**src/rtl/spmd_pkg.sv**
```systemverilog
// Shared types and constants for the six-channel PD motor duty core.
// Used by every module under rtl/; depends on nothing.
package spmd_pkg;

    localparam int DUTY_MAX = 8191;
    localparam int DUTY_W   = 13;
    localparam int SPD_W    = 16;
    localparam int ERR_W    = 17;
    localparam int DIFF_W   = ERR_W + 1;
    localparam int POS_W    = 32;
    localparam int DB_W     = 31;
    localparam int GAIN_W   = 16;
    localparam int MAG_W    = 17;
    localparam int N_CH     = 6;
    localparam int IN_W     = 208;
    localparam int OUT_W    = 80;
    localparam int CFG_A_W  = 3;
    localparam int CFG_D_W  = 31;

    // register indexes on the configuration port
    localparam logic [CFG_A_W-1:0] REG_DRIVE_P  = 3'd0;
    localparam logic [CFG_A_W-1:0] REG_DRIVE_D  = 3'd1;
    localparam logic [CFG_A_W-1:0] REG_ARM_TGT  = 3'd2;
    localparam logic [CFG_A_W-1:0] REG_ARM_P    = 3'd3;
    localparam logic [CFG_A_W-1:0] REG_ARM_D    = 3'd4;
    localparam logic [CFG_A_W-1:0] REG_DEADBAND = 3'd5;
    localparam logic [CFG_A_W-1:0] REG_TIMEOUT  = 3'd6;

    localparam logic signed [GAIN_W-1:0] RST_DRIVE_P  = 16'sd256;
    localparam logic signed [GAIN_W-1:0] RST_DRIVE_D  = 16'sd0;
    localparam logic [SPD_W-1:0]         RST_ARM_TGT  = 16'd28;
    localparam logic signed [GAIN_W-1:0] RST_ARM_P    = 16'sd256;
    localparam logic signed [GAIN_W-1:0] RST_ARM_D    = 16'sd0;
    localparam logic [DB_W-1:0]          RST_DEADBAND = 31'd66;
    localparam logic [SPD_W-1:0]         RST_TIMEOUT  = 16'd500;

    // per-stage load strobes from the top-level pipeline control
    typedef struct packed {
        logic ld1;
        logic ld2;
        logic ld3;
        logic ld4;
    } spmd_ctl_t;

endpackage

```
**src/rtl/spmd_lane.sv**
```systemverilog
// One PD channel: error difference, gain products, clamp and duty scaling.
// Four-stage pipeline driven by spmd_pkg::spmd_ctl_t strobes from the top level.
module spmd_lane (
    input  logic                                 aclk,
    input  logic                                 aresetn,
    input  spmd_pkg::spmd_ctl_t                  ctl,
    input  logic                                 upd,
    input  logic signed [spmd_pkg::ERR_W-1:0]    err_in,
    input  logic                                 zero_in,
    input  logic signed [spmd_pkg::GAIN_W-1:0]   p_gain,
    input  logic signed [spmd_pkg::GAIN_W-1:0]   d_gain,
    output logic [spmd_pkg::DUTY_W-1:0]          duty
);
    import spmd_pkg::*;

    localparam int PP_W  = GAIN_W + ERR_W;
    localparam int DP_W  = GAIN_W + DIFF_W;
    localparam int SUM_W = DP_W + 1;
    localparam int SC_W  = MAG_W + GAIN_W;
    localparam logic [GAIN_W-1:0] DUTY_K = GAIN_W'(DUTY_MAX);
    localparam logic signed [SUM_W-1:0] ONE_P = SUM_W'(65536);
    localparam logic signed [SUM_W-1:0] ONE_N = -SUM_W'(65536);

    logic signed [ERR_W-1:0]  last_reg;
    logic signed [ERR_W-1:0]  e1_reg;
    logic signed [DIFF_W-1:0] diff1_reg;
    logic                     zero1_reg;
    logic signed [PP_W-1:0]   pp2_reg;
    logic signed [DP_W-1:0]   dp2_reg;
    logic                     zero2_reg;
    logic [MAG_W-1:0]         mag3_reg;
    logic                     zero3_reg;
    logic [DUTY_W-1:0]        duty_reg;

    logic signed [DIFF_W-1:0] diff_next;
    logic signed [SUM_W-1:0]  sum;
    logic signed [SUM_W-1:0]  clamp;
    logic [MAG_W-1:0]         mag_next;
    logic [SC_W-1:0]          scaled;

    assign diff_next = DIFF_W'(err_in) - DIFF_W'(last_reg);

    // last error is state: updated on every accepted tick the lane is live
    always_ff @(posedge aclk) begin
        if (!aresetn) begin
            last_reg <= '0;
        end else if (ctl.ld1 && upd) begin
            last_reg <= err_in;
        end
    end

    always_ff @(posedge aclk) begin
        if (ctl.ld1) begin
            e1_reg    <= err_in;
            diff1_reg <= diff_next;
            zero1_reg <= zero_in;
        end
        if (ctl.ld2) begin
            pp2_reg   <= PP_W'(p_gain) * PP_W'(e1_reg);
            dp2_reg   <= DP_W'(d_gain) * DP_W'(diff1_reg);
            zero2_reg <= zero1_reg;
        end
        if (ctl.ld3) begin
            mag3_reg  <= mag_next;
            zero3_reg <= zero2_reg;
        end
        if (ctl.ld4) begin
            duty_reg  <= zero3_reg ? '0 : scaled[16 +: DUTY_W];
        end
    end

    // clamp to +/-1.0 in Q16.16 and take the magnitude
    always_comb begin
        sum = SUM_W'(pp2_reg) + SUM_W'(dp2_reg);
        if (sum > ONE_P) begin
            clamp = ONE_P;
        end else if (sum < ONE_N) begin
            clamp = ONE_N;
        end else begin
            clamp = sum;
        end
        mag_next = clamp[SUM_W-1] ? MAG_W'(-clamp) : MAG_W'(clamp);
    end

    assign scaled = SC_W'(mag3_reg) * SC_W'(DUTY_K);
    assign duty   = duty_reg;

endmodule

```
**config.mk**
```make
export PLATFORM = sky130hd
export DESIGN_NAME = spmd_lane
export DESIGN_NICKNAME = d
export VERILOG_FILES = /design/src/rtl/spmd_pkg.sv /design/src/rtl/spmd_lane.sv
export SDC_FILE = /design/constraint.sdc
export NUM_CORES = 2
export LEC_CHECK = 0
export ABC_CLOCK_PERIOD_IN_PS = 17400
export BUFFER_PORTS_ARGS = -buffer_cell sky130_fd_sc_hd__buf_2
export CAP_MARGIN = 25
export CELL_PAD_IN_SITES_DETAIL_PLACEMENT = 2
export CELL_PAD_IN_SITES_GLOBAL_PLACEMENT = 2
export CORE_MARGIN = 3
export CORE_UTILIZATION = 47
export DETAILED_ROUTE_END_ITERATION = 10
export HOLD_SLACK_MARGIN = 0.03
export PLACE_DENSITY_LB_ADDON = 0.1
export SYNTH_ARGS = -nofsm -noshare
export SYNTH_HDL_FRONTEND = slang
export SYNTH_SLANG_ARGS = --single-unit
```
**constraint.sdc**
```tcl
create_clock -name aclk -period 17.4 [get_ports aclk]
set_clock_uncertainty 0.15 [all_clocks]
set_input_delay 0.87 -clock aclk [delete_from_list [all_inputs] [get_ports aclk]]
set_output_delay 0.87 -clock aclk [all_outputs]
set_load 0.005 [all_outputs]
```
==> results.tsv <==
metric	value	unit
cts bufs inserted	17	
Final Hold Violating Endpoints	0	
Vias	23900	
reg2reg path depth	19	
first-pass GRT wire length	170	mm
Worst setup SP type	flip-flop	
max-slew violations	0	
Levels on crit path	19	
number of I/O port buffers	69	
Detailed Route Iter0 Violations	1092	
Fmax achieved	132	MHz
Max-Cap Viols	0	
clock sinks	152	
crit path cell chain	fa_1, fa_1, fa_1, inv_1, fa_1, inv_1, fa_1, ha_1, a211oi_1, and4_1, o21ai_0, o2111ai_1, a21oi_1, a2111oi_0, o21ai_0, a211oi_1, a21oi_1, xnor2_1, nor2_1	
antenna-violating nets left	0	
Worst Setup Path Type	flip-flop to flip-flop	
die area	73200	µm²
Crit path arrival time	7.63	ns
Worst-Skew Late Latency	0.49	ns
DR pass1 iterations	5	
CTS resizes	0	
Cell variety after synth	75	
# rows	96	
number of flops mapped to enable cells by yosys	135	
post-synthesis cell area	32900	µm²
ratio of cells with drive above 1 in the final layout	3.74	%
Die X	271	µm
Post-Syn Instances	3377	
Worst-Margin Slew	1.02	ns
register area share after synthesis	13.4	%
total number of yosys warnings	0	
root buf cell	clkbuf_16	
fin crit share	43.5	%
gp weighted congestion	0.860	
Area Growth Syn to Fin	5.58	%
antenna cells	0	
FF-to-FF End	duty[12]$_SDFFCE_PP0P_	
clk buf depth	2	
largest net degree at the start of global routing	69	
Setup crit start	mag3_reg[11]$_DFFE_PP_	
setup TNS	0	ns
sum of buffers and inverters on the critical path	2	
initial antenna violation count	2	
Async SR Flop Fraction	0	%
syn_nets	4403	
mean post-synth cell area	9.74	µm²
R2R Path Start	mag3_reg[11]$_DFFE_PP_	
fin crit period	7.57	ns
status	finished, final reports clean	
H-tree levels	4	
Detail Placement HPWL	87.3	mm
Final nets	4405	
beginning of the worst hold path	zero2_reg$_DFFE_PP_	
setup violators final	0	
Clk pin slew, worst setup/hold paths	0.07	ns
vias in the first global route	30100	
CP endpoint kind	flip-flop	
GRT Total Usage	30.1	%
Avg WL per Cell	24.5	µm
Most common cell on crit path	fa_1	
Initial Util	47.7	%
Hold Buf Count CTS	0	
height of the die	271	µm
Boundary Pins	70	
reg2reg setup slack	9.83	ns
RSZ-0062 raised after global routing	false	
setup bufs post-CTS	0	
Synth Register Bits	152	
max reg flops	34	
Hold Crit Class	flip-flop to flip-flop	
via/cell ratio	5.52	
total wire length	106	mm
core area	68900	µm²
worst-path fanout max	4	
prevailing post-synth register cell	edfxtp_1	
Post-route DRC	0	
CP delay by family, top	adder cells	
Critical Path Sink	duty[12]$_SDFFCE_PP0P_	
CTS tree	yes	
Max transition margin	30.1	%
CP max stage cell	a2111oi_0	
total global routing overflow	0	
Worst EP required	17.46	ns
largest stage delay on the critical path	0.91	ns
## worst min-delay path by stage
stage                          endpoint  slack [ns]  cells past startpoint
floorplan           zero2_reg$_DFFE_PP_        0.25                      0
global placement    zero2_reg$_DFFE_PP_        0.27                      0
detailed placement  zero3_reg$_DFFE_PP_        0.27                      0
CTS                 zero3_reg$_DFFE_PP_        0.29                      0
global route        zero3_reg$_DFFE_PP_        0.30                      0
finish              zero3_reg$_DFFE_PP_        0.29                      0
## cell usage in the layout (no fill, tap or decap), types with 5 or more instances in the layout
cell / n
a211o_1: 5
a211oi_1: 16
a21boi_0: 23
a21o_1: 37
a21oi_1: 101
a31oi_1: 18
and2_1: 276
and3_1: 13
buf_2: 69
buf_4: 8
clkbuf_16: 17
dfxtp_1: 17
edfxtp_1: 135
fa_1: 686
ha_1: 283
inv_1: 742
inv_6: 5
nand2_1: 360
nand2b_1: 18
nand3_1: 35
nand4_1: 8
nor2_1: 131
nor2b_1: 15
nor3_1: 43
nor4_1: 5
o211ai_1: 6
o21a_1: 21
o21ai_0: 55
o21bai_1: 13
or3_1: 8
xnor2_1: 96
xor2_1: 37
## worst register-to-register path, stage by stage, from the launching register on
cell and delay, ns:
edfxtp_1 0.54, fa_1 0.85, fa_1 0.52, fa_1 0.53, inv_1 0.07, fa_1 0.53
inv_1 0.05, fa_1 0.43, ha_1 0.24, a211oi_1 0.20, and4_1 0.20, o21ai_0 0.19
o2111ai_1 0.28, a21oi_1 0.14, a2111oi_0 0.91, o21ai_0 0.49, a211oi_1 0.58, a21oi_1 0.16
xnor2_1 0.20, nor2_1 0.06
## layer usage
layer / GRT usage, % / share of wire (%) / routed length, µm
met4: 13.0 / 4.7 / 4940
met1: 33.5 / 37 / 39600
met5: 0 / 0.016 / 17
met2: 57.5 / 55 / 58300
met3: 3.63 / 3.0 / 3200
## cells in the mapped netlist, drive strengths merged (5+ instances only)
master | number | area, µm²
a211o | 5 | 43.8
a211oi | 16 | 120
a21boi | 23 | 173
a21o | 37 | 278
a21oi | 102 | 514
a31oi | 18 | 113
and2 | 276 | 1730
and3 | 13 | 81.3
buf | 6 | 32.5
clkbuf | 88 | 330
dfxtp | 17 | 340
edfxtp | 135 | 4050
fa | 686 | 13700
ha | 283 | 3540
inv | 742 | 2790
nand2 | 360 | 1350
nand2b | 18 | 113
nand3 | 35 | 175
nand4 | 8 | 50.1
nor2 | 131 | 492
nor2b | 15 | 93.8
nor3 | 47 | 255
nor4 | 6 | 43.8
o211ai | 6 | 45.0
o21a | 21 | 158
o21ai | 59 | 299
o21bai | 13 | 97.6
or3 | 8 | 50.1
xnor2 | 96 | 841
xor2 | 37 | 324
## cells by family after synthesis
family | share of synthesized area [%]
compound gates | 6.71
xor+xnor | 3.54
fa+ha+maj | 52.5
buf+inv | 9.57
flops | 13.4
mux | 0.122
simple gates | 14.2
## layout make-up
cell class                 instances  area, µm²
clock buffer                      17        425
clock inverter                    15        203
fill                            7307      34200
inverter                         742       2790
multi-input combinational       2389      25300
sequential                       152       4390
tap                              931       1160
timing repair buffer              77        405
## through the flow
step	utilization, %	setup slack, ns	hold slack [ns]	area [µm²]	std cells
6_report	50.4	9.83	0.287	34700	4323
3_5_place_dp	49.4	9.77	0.266	34100	4291
4_1_cts	50.4	9.73	0.287	34700	4323
5_1_grt	50.4	9.43	0.305	34700	4323
2_1_floorplan	-	10.53	0.250	32900	3377
3_3_place_gp	49.4	10.17	0.269	34100	4291
Power is not shown: default switching activity piles up to over one toggle a cycle in this logic, so the estimate is an artifact.
