==> src/rtl/spmd_pkg.sv <==
// Shared types and constants for the six-channel PD motor duty core.
// Used by every module under rtl/; depends on nothing.
package spmd_pkg;

    localparam int DUTY_MAX = 8191;
    localparam int DUTY_W   = 13;
    localparam int SPD_W    = 16;
    localparam int ERR_W    = 17;
    localparam int DIFF_W   = ERR_W + 1;
    localparam int POS_W    = 32;
    localparam int DB_W     = 31;
    localparam int GAIN_W   = 16;
    localparam int MAG_W    = 17;
    localparam int N_CH     = 6;
    localparam int IN_W     = 208;
    localparam int OUT_W    = 80;
    localparam int CFG_A_W  = 3;
    localparam int CFG_D_W  = 31;

    // register indexes on the configuration port
    localparam logic [CFG_A_W-1:0] REG_DRIVE_P  = 3'd0;
    localparam logic [CFG_A_W-1:0] REG_DRIVE_D  = 3'd1;
    localparam logic [CFG_A_W-1:0] REG_ARM_TGT  = 3'd2;
    localparam logic [CFG_A_W-1:0] REG_ARM_P    = 3'd3;
    localparam logic [CFG_A_W-1:0] REG_ARM_D    = 3'd4;
    localparam logic [CFG_A_W-1:0] REG_DEADBAND = 3'd5;
    localparam logic [CFG_A_W-1:0] REG_TIMEOUT  = 3'd6;

    localparam logic signed [GAIN_W-1:0] RST_DRIVE_P  = 16'sd256;
    localparam logic signed [GAIN_W-1:0] RST_DRIVE_D  = 16'sd0;
    localparam logic [SPD_W-1:0]         RST_ARM_TGT  = 16'd28;
    localparam logic signed [GAIN_W-1:0] RST_ARM_P    = 16'sd256;
    localparam logic signed [GAIN_W-1:0] RST_ARM_D    = 16'sd0;
    localparam logic [DB_W-1:0]          RST_DEADBAND = 31'd66;
    localparam logic [SPD_W-1:0]         RST_TIMEOUT  = 16'd500;

    // per-stage load strobes from the top-level pipeline control
    typedef struct packed {
        logic ld1;
        logic ld2;
        logic ld3;
        logic ld4;
    } spmd_ctl_t;

endpackage

==> src/rtl/spmd_arm_prep.sv <==
// Arm channel front end: speed error with saturation and position deadband test.
// Pure combinational; uses spmd_pkg widths.
module spmd_arm_prep (
    input  logic [spmd_pkg::SPD_W-1:0]          target,
    input  logic signed [spmd_pkg::SPD_W-1:0]   rpm,
    input  logic signed [spmd_pkg::POS_W-1:0]   pos_err,
    input  logic [spmd_pkg::DB_W-1:0]           deadband,
    output logic signed [spmd_pkg::ERR_W-1:0]   err,
    output logic                                in_band
);
    import spmd_pkg::*;

    localparam int FULL_W = ERR_W + 1;
    localparam logic signed [FULL_W-1:0] SAT_HI = FULL_W'(65535);
    localparam logic signed [FULL_W-1:0] SAT_LO = -FULL_W'(65536);

    logic signed [FULL_W-1:0] full;
    logic [POS_W-1:0]         pmag;

    assign full = $signed({2'b00, target}) - FULL_W'(rpm);

    always_comb begin
        if (full > SAT_HI) begin
            err = ERR_W'(SAT_HI);
        end else if (full < SAT_LO) begin
            err = ERR_W'(SAT_LO);
        end else begin
            err = ERR_W'(full);
        end
    end

    // most negative error wraps to 2^31 as unsigned, which is the wanted magnitude
    assign pmag    = pos_err[POS_W-1] ? POS_W'(-pos_err) : POS_W'(pos_err);
    assign in_band = !(pmag > {1'b0, deadband});

endmodule

==> config.mk <==
export PLATFORM = sky130hd
export DESIGN_NAME = spmd_arm_prep
export DESIGN_NICKNAME = d
export VERILOG_FILES = /design/src/rtl/spmd_pkg.sv /design/src/rtl/spmd_arm_prep.sv
export SDC_FILE = /design/constraint.sdc
export NUM_CORES = 1
export LEC_CHECK = 0
export BUFFER_PORTS_ARGS = -buffer_cell sky130_fd_sc_hd__buf_2
export CAP_MARGIN = 20
export CORE_ASPECT_RATIO = 1.25
export CORE_MARGIN = 5
export CORE_UTILIZATION = 25
export DETAILED_ROUTE_END_ITERATION = 8
export GPL_ROUTABILITY_DRIVEN = 0
export PLACE_DENSITY = 0.52
export SYNTH_ARGS = -nofsm -noshare
export SYNTH_HDL_FRONTEND = slang
export SYNTH_SLANG_ARGS = --single-unit
==> constraint.sdc <==
create_clock -name vclk -period 9
set_clock_uncertainty 0.15 [all_clocks]
set_input_delay 1.8 -clock vclk [all_inputs]
set_output_delay 1.8 -clock vclk [all_outputs]
set_load 0.02 [all_outputs]
==> results of run 1 <==
[routing by layer]
layer	global-route usage [%]	up-vias	share of wire (%)
met3	1.90	5	7.0
li1	-	1462	-
met5	0	-	0
met2	23.1	89	49
met1	14.6	1217	43
met4	1.02	0	0.76
[final cells by class]
type               count  area [µm²]
inverters             57         214
well taps            126         158
multi-input cells    280        2210
fillers             1086        6460
repair buffers       113         566
[cell usage in the layout, fill, tap and decap left out, types with 4 or more instances in the layout]
cell type  netlist  routed
maj3_1           4       4
inv_1           57      57
buf_2            1     113
xor2_1           5       5
xnor2_1         37      37
a21o_1          17      17
or3_1            7       7
nand4_1         10      10
nand2b_1         4       4
nor2_1           9       9
o31ai_1         11      11
o41ai_1          5       5
o21ai_0         23      23
ha_1            49      49
nand2_1         17      17
a21oi_1         31      31
or4_1            5       5
[worst max-delay path by stage]
stage	to	cells after the start	start	slack (ps)
after global placement	in_band	14	pos_err[6]	1390
after global routing	in_band	14	pos_err[6]	1090
after CTS	in_band	14	pos_err[6]	1330
after detailed placement	in_band	14	pos_err[6]	1340
final	in_band	14	pos_err[6]	1350
after floorplan	in_band	13	pos_err[6]	1610
[power breakdown]
group | internal [mW] | total (mW) | switching (mW)
Sequential | 0 | 0 | 0
Clock | 0 | 0 | 0
Combinational | 0.0968 | 0.229 | 0.132
[tightest hold or removal path: cells and delay by family]
kind | cells | cell delay [ps]
buf+inv | 2 | 230
compound gates | 1 | 50
fa+ha+maj | 1 | 110
[logic make-up after synthesis]
family / synth area share [%]
AO/OA/AOI/OAI: 30.3
XOR/XNOR: 15.0
adder cells (fa/ha/maj): 27.4
buffers and inverters: 9.99
multiplexers: 0.408
AND/OR/NAND/NOR: 16.9
[metrics by stage]
stage / setup WS, ps / cells / power [mW] / hold WS [ps] / cell area, µm²
floorplan: 1610 / 345 / 0.154 / 3680 / 2450
global placement: 1390 / 576 / 0.227 / 3840 / 3150
detailed placement: 1340 / 576 / 0.229 / 3840 / 3150
CTS: 1330 / 576 / 0.231 / 3840 / 3150
global route: 1090 / 576 / 0.257 / 3860 / 3150
finish: 1350 / 576 / 0.229 / 3840 / 3150
==> results by group, run 1 <==
Clock network
  – Post-CTS Setup Inserts: 0
  – Hold_buf cts: 0
  – Post-cts sizing count: 0

Floorplanning
  – Initial Utilization: 25.5%
  – Die Ht: 121 µm
  – Core area: 9610 µm²
  – I/O pins: approximately 110
  – Die area: between 10000 and 15000 µm²
  – Num rows: 40
  – Chip width: 98.6 µm

Logic synthesis
  – Count leader, synth: inv_1
  – Cells after Synth: 345
  – Yosys top cell area share: between 20 and 25%
  – Synthesized Nets: 490
  – Sequential share of the synthesized area: 0%
  – Top cells by area, synth: ha_1 (25%), xnor2_1 (13%), inv_1 (8.7%), a21oi_1 (6.3%), a21o_1 (5.2%)
  – Post-synth top cells: inv_1 (57), ha_1 (49), xnor2_1 (37)
  – Cell variety after synth: 46
  – Post-synth top area cell: ha_1
  – Synth warnings: 0
  – Synth Cell Area: between 2000 and 2500 µm²
  – Syn_area_per_cell: 7.12 µm²

Global route
  – Gr ovfl total: 0
  – Initial antenna violation count: 0
  – Largest net degree at the start of global routing: 33
  – Global-route wire length before repair: 12500 µm
  – Vias in the first global route: 2878
  – Global Route Usage Sum: 12.1%

Critical path
  – Largest stage delay, worst path: ~550 ps
  – Worst-path cell chain: buf_2, or4_4, or4_4, or3_4, or3_1, o41ai_4, xnor2_1, ha_1, nand4_1, nor2_1, nand2_1, or4_1, a21oi_1, buf_2
  – Critical Path AT: 5700 ps
  – CP Launch Type: primary input
  – Cell family contributing the most delay on the critical path: simple AND/OR/NAND/NOR gates
  – Critical path class: in2out
  – Critical path buffers and inverters: 2
  – Crit path max fanout: 6
  – Crit. End Element: output port
  – Slowest stage cell, crit path: or4_4
  – Crit path required time: 7050 ps

Timing
  – Post-layout min period: 7650 ps
  – Slew HR: 41.0%
  – Setup TNS Final: 0 ps
  – RSZ-0062 raised after global routing: false
  – Final setup viols: 0
  – Fmax achieved: 131 MHz
  – Slew @ Worst Pin: 871 ps
  – Hold Violations, Final: 0
  – Slew Limit Fails: 0
  – Tcrit/Tclk final: 85.0%

Power
  – Peak supply drop: 46.6 µV
  – Pwr Density: 72.6 nW/µm²
  – P_leak: between 1.5 and 2 nW

Min path
  – Hold Path Class: in2out
  – WHS Endpoint: err[0]
  – Hold Crit Depth: 4
  – Hold path start: rpm[0]

Flow run
  – Number of max-cap violations: 0

Detailed routing
  – Mean routed wirelength per cell: 13.3 µm
  – Drt initial violations: 31
  – Routed Antenna Nets: 0
  – Post-Route WL: 7650 µm
  – Via/cell ratio: between 4 and 5
  – DRC errors left: 0
  – Via count: 2773
  – Detailed Routing Iterations Pass 1: 4

Cells and area
  – Register area: 0 µm²
  – Synth-to-Final Area Change: 28.2%
  – Diode count: 0
  – Final #Nets: 597
  – CLK BUF: 0
  – Share of post-route cells with drive strength above 1: 27.1%
  – Core Util, Final: between 30% and 40%
  – Seq Cell Count: 0

Placement
  – Port buffer count: 113
  – Hpwl dp: 6800 µm

Run status
  – Status: complete, no violations
Note: power is estimated with default switching activity, not from simulation.
==> inputs of run 2 (changes only) <==
--- a/config.mk
+++ b/config.mk
@@ -8,7 +8,6 @@
 export BUFFER_PORTS_ARGS = -buffer_cell sky130_fd_sc_hd__buf_2
 export CAP_MARGIN = 20
 export CORE_ASPECT_RATIO = 1.25
-export CORE_MARGIN = 5
 export CORE_UTILIZATION = 25
 export DETAILED_ROUTE_END_ITERATION = 8
 export GPL_ROUTABILITY_DRIVEN = 0
==> run 2 against run 1 <==
Compared with the run above:
- global-route usage up 1.4 points
- worst hold slack worse by 2.6 ps
- sequential share of layout area unchanged
- largest cell class unchanged
==> results by group, run 2 (synthesized netlist as in run 1, its figures left out) <==
Run status
  – Status: complete, no violations (unchanged)

Clock network
  – Hold_buf cts: 0 (unchanged)
  – Post-CTS Setup Inserts: 0 (unchanged)
  – Post-cts sizing count: 0 (unchanged)

Floorplanning
  – I/O pins: 113 (unchanged)
  – Die Ht: 113 µm (was 121 µm)
  – Core area: 9560 µm² (was 9610 µm²)
  – Die area: 10200 µm² (was 11900 µm²)
  – Initial Utilization: 25.7% (was 25.5%)
  – Chip width: 90.6 µm (was 98.6 µm)
  – Num rows: 40 (unchanged)

Cells and area
  – Fill cell total of the finished layout: 1076 (was 1086)
  – Final #Nets: 598 (was 597)
  – Synth-to-Final Area Change: 28.5% (was 28.2%)
  – Commonest non-fill, non-tap cell in the layout: buf_2 (unchanged)
  – Share of post-route cells with drive strength above 1: 27.3% (was 27.1%)
  – Most frequent cells in the layout: buf_2 (113), inv_1 (57), ha_1 (49), xnor2_1 (37), a21oi_1 (31) (unchanged)
  – CLK BUF: 0 (unchanged)
  – Core Util, Final: 33.0% (was 32.7%)
  – Seq Cell Count: 0 (unchanged)
  – Register area: 0 µm² (unchanged)
  – Diode count: 0 (unchanged)

Global route
  – Global Route Usage Sum: 13.5% (was 12.1%)
  – Global-route wire length before repair: 11900 µm (was 12500 µm)
  – Vias in the first global route: 2652 (was 2878)
  – Largest net degree at the start of global routing: 33 (unchanged)
  – Initial antenna violation count: 0 (unchanged)
  – Gr ovfl total: 0 (unchanged)

Detailed routing
  – Via count: 2856 (was 2773)
  – Post-Route WL: 7000 µm (was 7650 µm)
  – Via/cell ratio: 4.95 (was 4.81)
  – Routed Antenna Nets: 0 (unchanged)
  – Drt initial violations: 98 (was 31)
  – Mean routed wirelength per cell: 12.1 µm (was 13.3 µm)
  – DRC errors left: 0 (unchanged)
  – Detailed Routing Iterations Pass 1: 4 (unchanged)

Critical path
  – Crit path required time: 7050 ps (about the same)
  – CP Launch Type: primary input (unchanged)
  – Crit path max fanout: 5 (was 6)
  – Critical Path AT: 5730 ps (was 5700 ps)
  – Crit. End Element: output port (unchanged)
  – Critical path class: in2out (unchanged)

Timing
  – Slew @ Worst Pin: 789 ps (was 871 ps)
  – Fmax achieved: 130 MHz (was 131 MHz)
  – Tcrit/Tclk final: 85.4% (was 85.0%)
  – Hold Violations, Final: 0 (unchanged)
  – Post-layout min period: 7680 ps (was 7650 ps)
  – Slew Limit Fails: 0 (unchanged)
  – Slew HR: 46.7% (was 41.0%)
  – RSZ-0062 raised after global routing: false (unchanged)
  – Setup TNS Final: 0 ps (unchanged)
  – Worst Slack Setup Final: 1320 ps (was 1350 ps)
  – Final setup viols: 0 (unchanged)

Power
  – Pwr Density: 72.3 nW/µm² (was 72.6 nW/µm²)
  – P_leak: 1.66 nW (was 1.65 nW)
  – Total power: 0.228 mW (was 0.229 mW)
  – Peak supply drop: 44.9 µV (was 46.6 µV)

Placement
  – Pre-CTS setup slack: 1330 ps (was 1340 ps)
  – Hpwl dp: 6210 µm (was 6800 µm)
  – Port buffer count: 113 (unchanged)

Min path
  – Hold Path Class: in2out (unchanged)

Flow run
  – Number of max-cap violations: 0 (unchanged)
## run 2: cell type report
class	instances	area, µm²	area share, %
inverter	57	214	6.78
multi-input combinational	280	2210	70.1
tap	126	158	5.00
timing repair buffer	114	573	18.2
## run 2: per-stage QoR
step | instances | hold slack [ps] | cell area (µm²)
2_1_floorplan | 345 | 3680 | 2450
3_3_place_gp | 577 | 3830 | 3150
3_5_place_dp | 577 | 3840 | 3150
4_1_cts | 577 | 3840 | 3150
5_1_grt | 577 | 3860 | 3150
6_report | 577 | 3840 | 3150
## run 2: routing by layer
metal	share of wire (%)	global-route usage [%]
met5	0	0
met4	0.43	0.430
met3	4.6	0.874
met2	51	25.4
met1	44	17.5
## run 2: final timing paths
kind / start / to / cells past startpoint
max: pos_err[6] / in_band / 14
min: rpm[0] / err[0] / 4
## run 2: worst max-delay path, stage by stage
cell and delay [ps]:
buf_2 110, or4_4 550, or4_4 520, or3_1 380, or3_1 430, o31ai_1 310, xnor2_1 120, ha_1 310
nand4_1 90, nor2_1 130, nand2_1 90, or4_1 530, a21oi_1 170, buf_2 190
## run 2: report_power, final
group / internal (mW) / switching, mW / total (mW)
clock: 0 / 0 / 0
sequential: 0 / 0 / 0
combinational: 0.0977 / 0.130 / 0.228
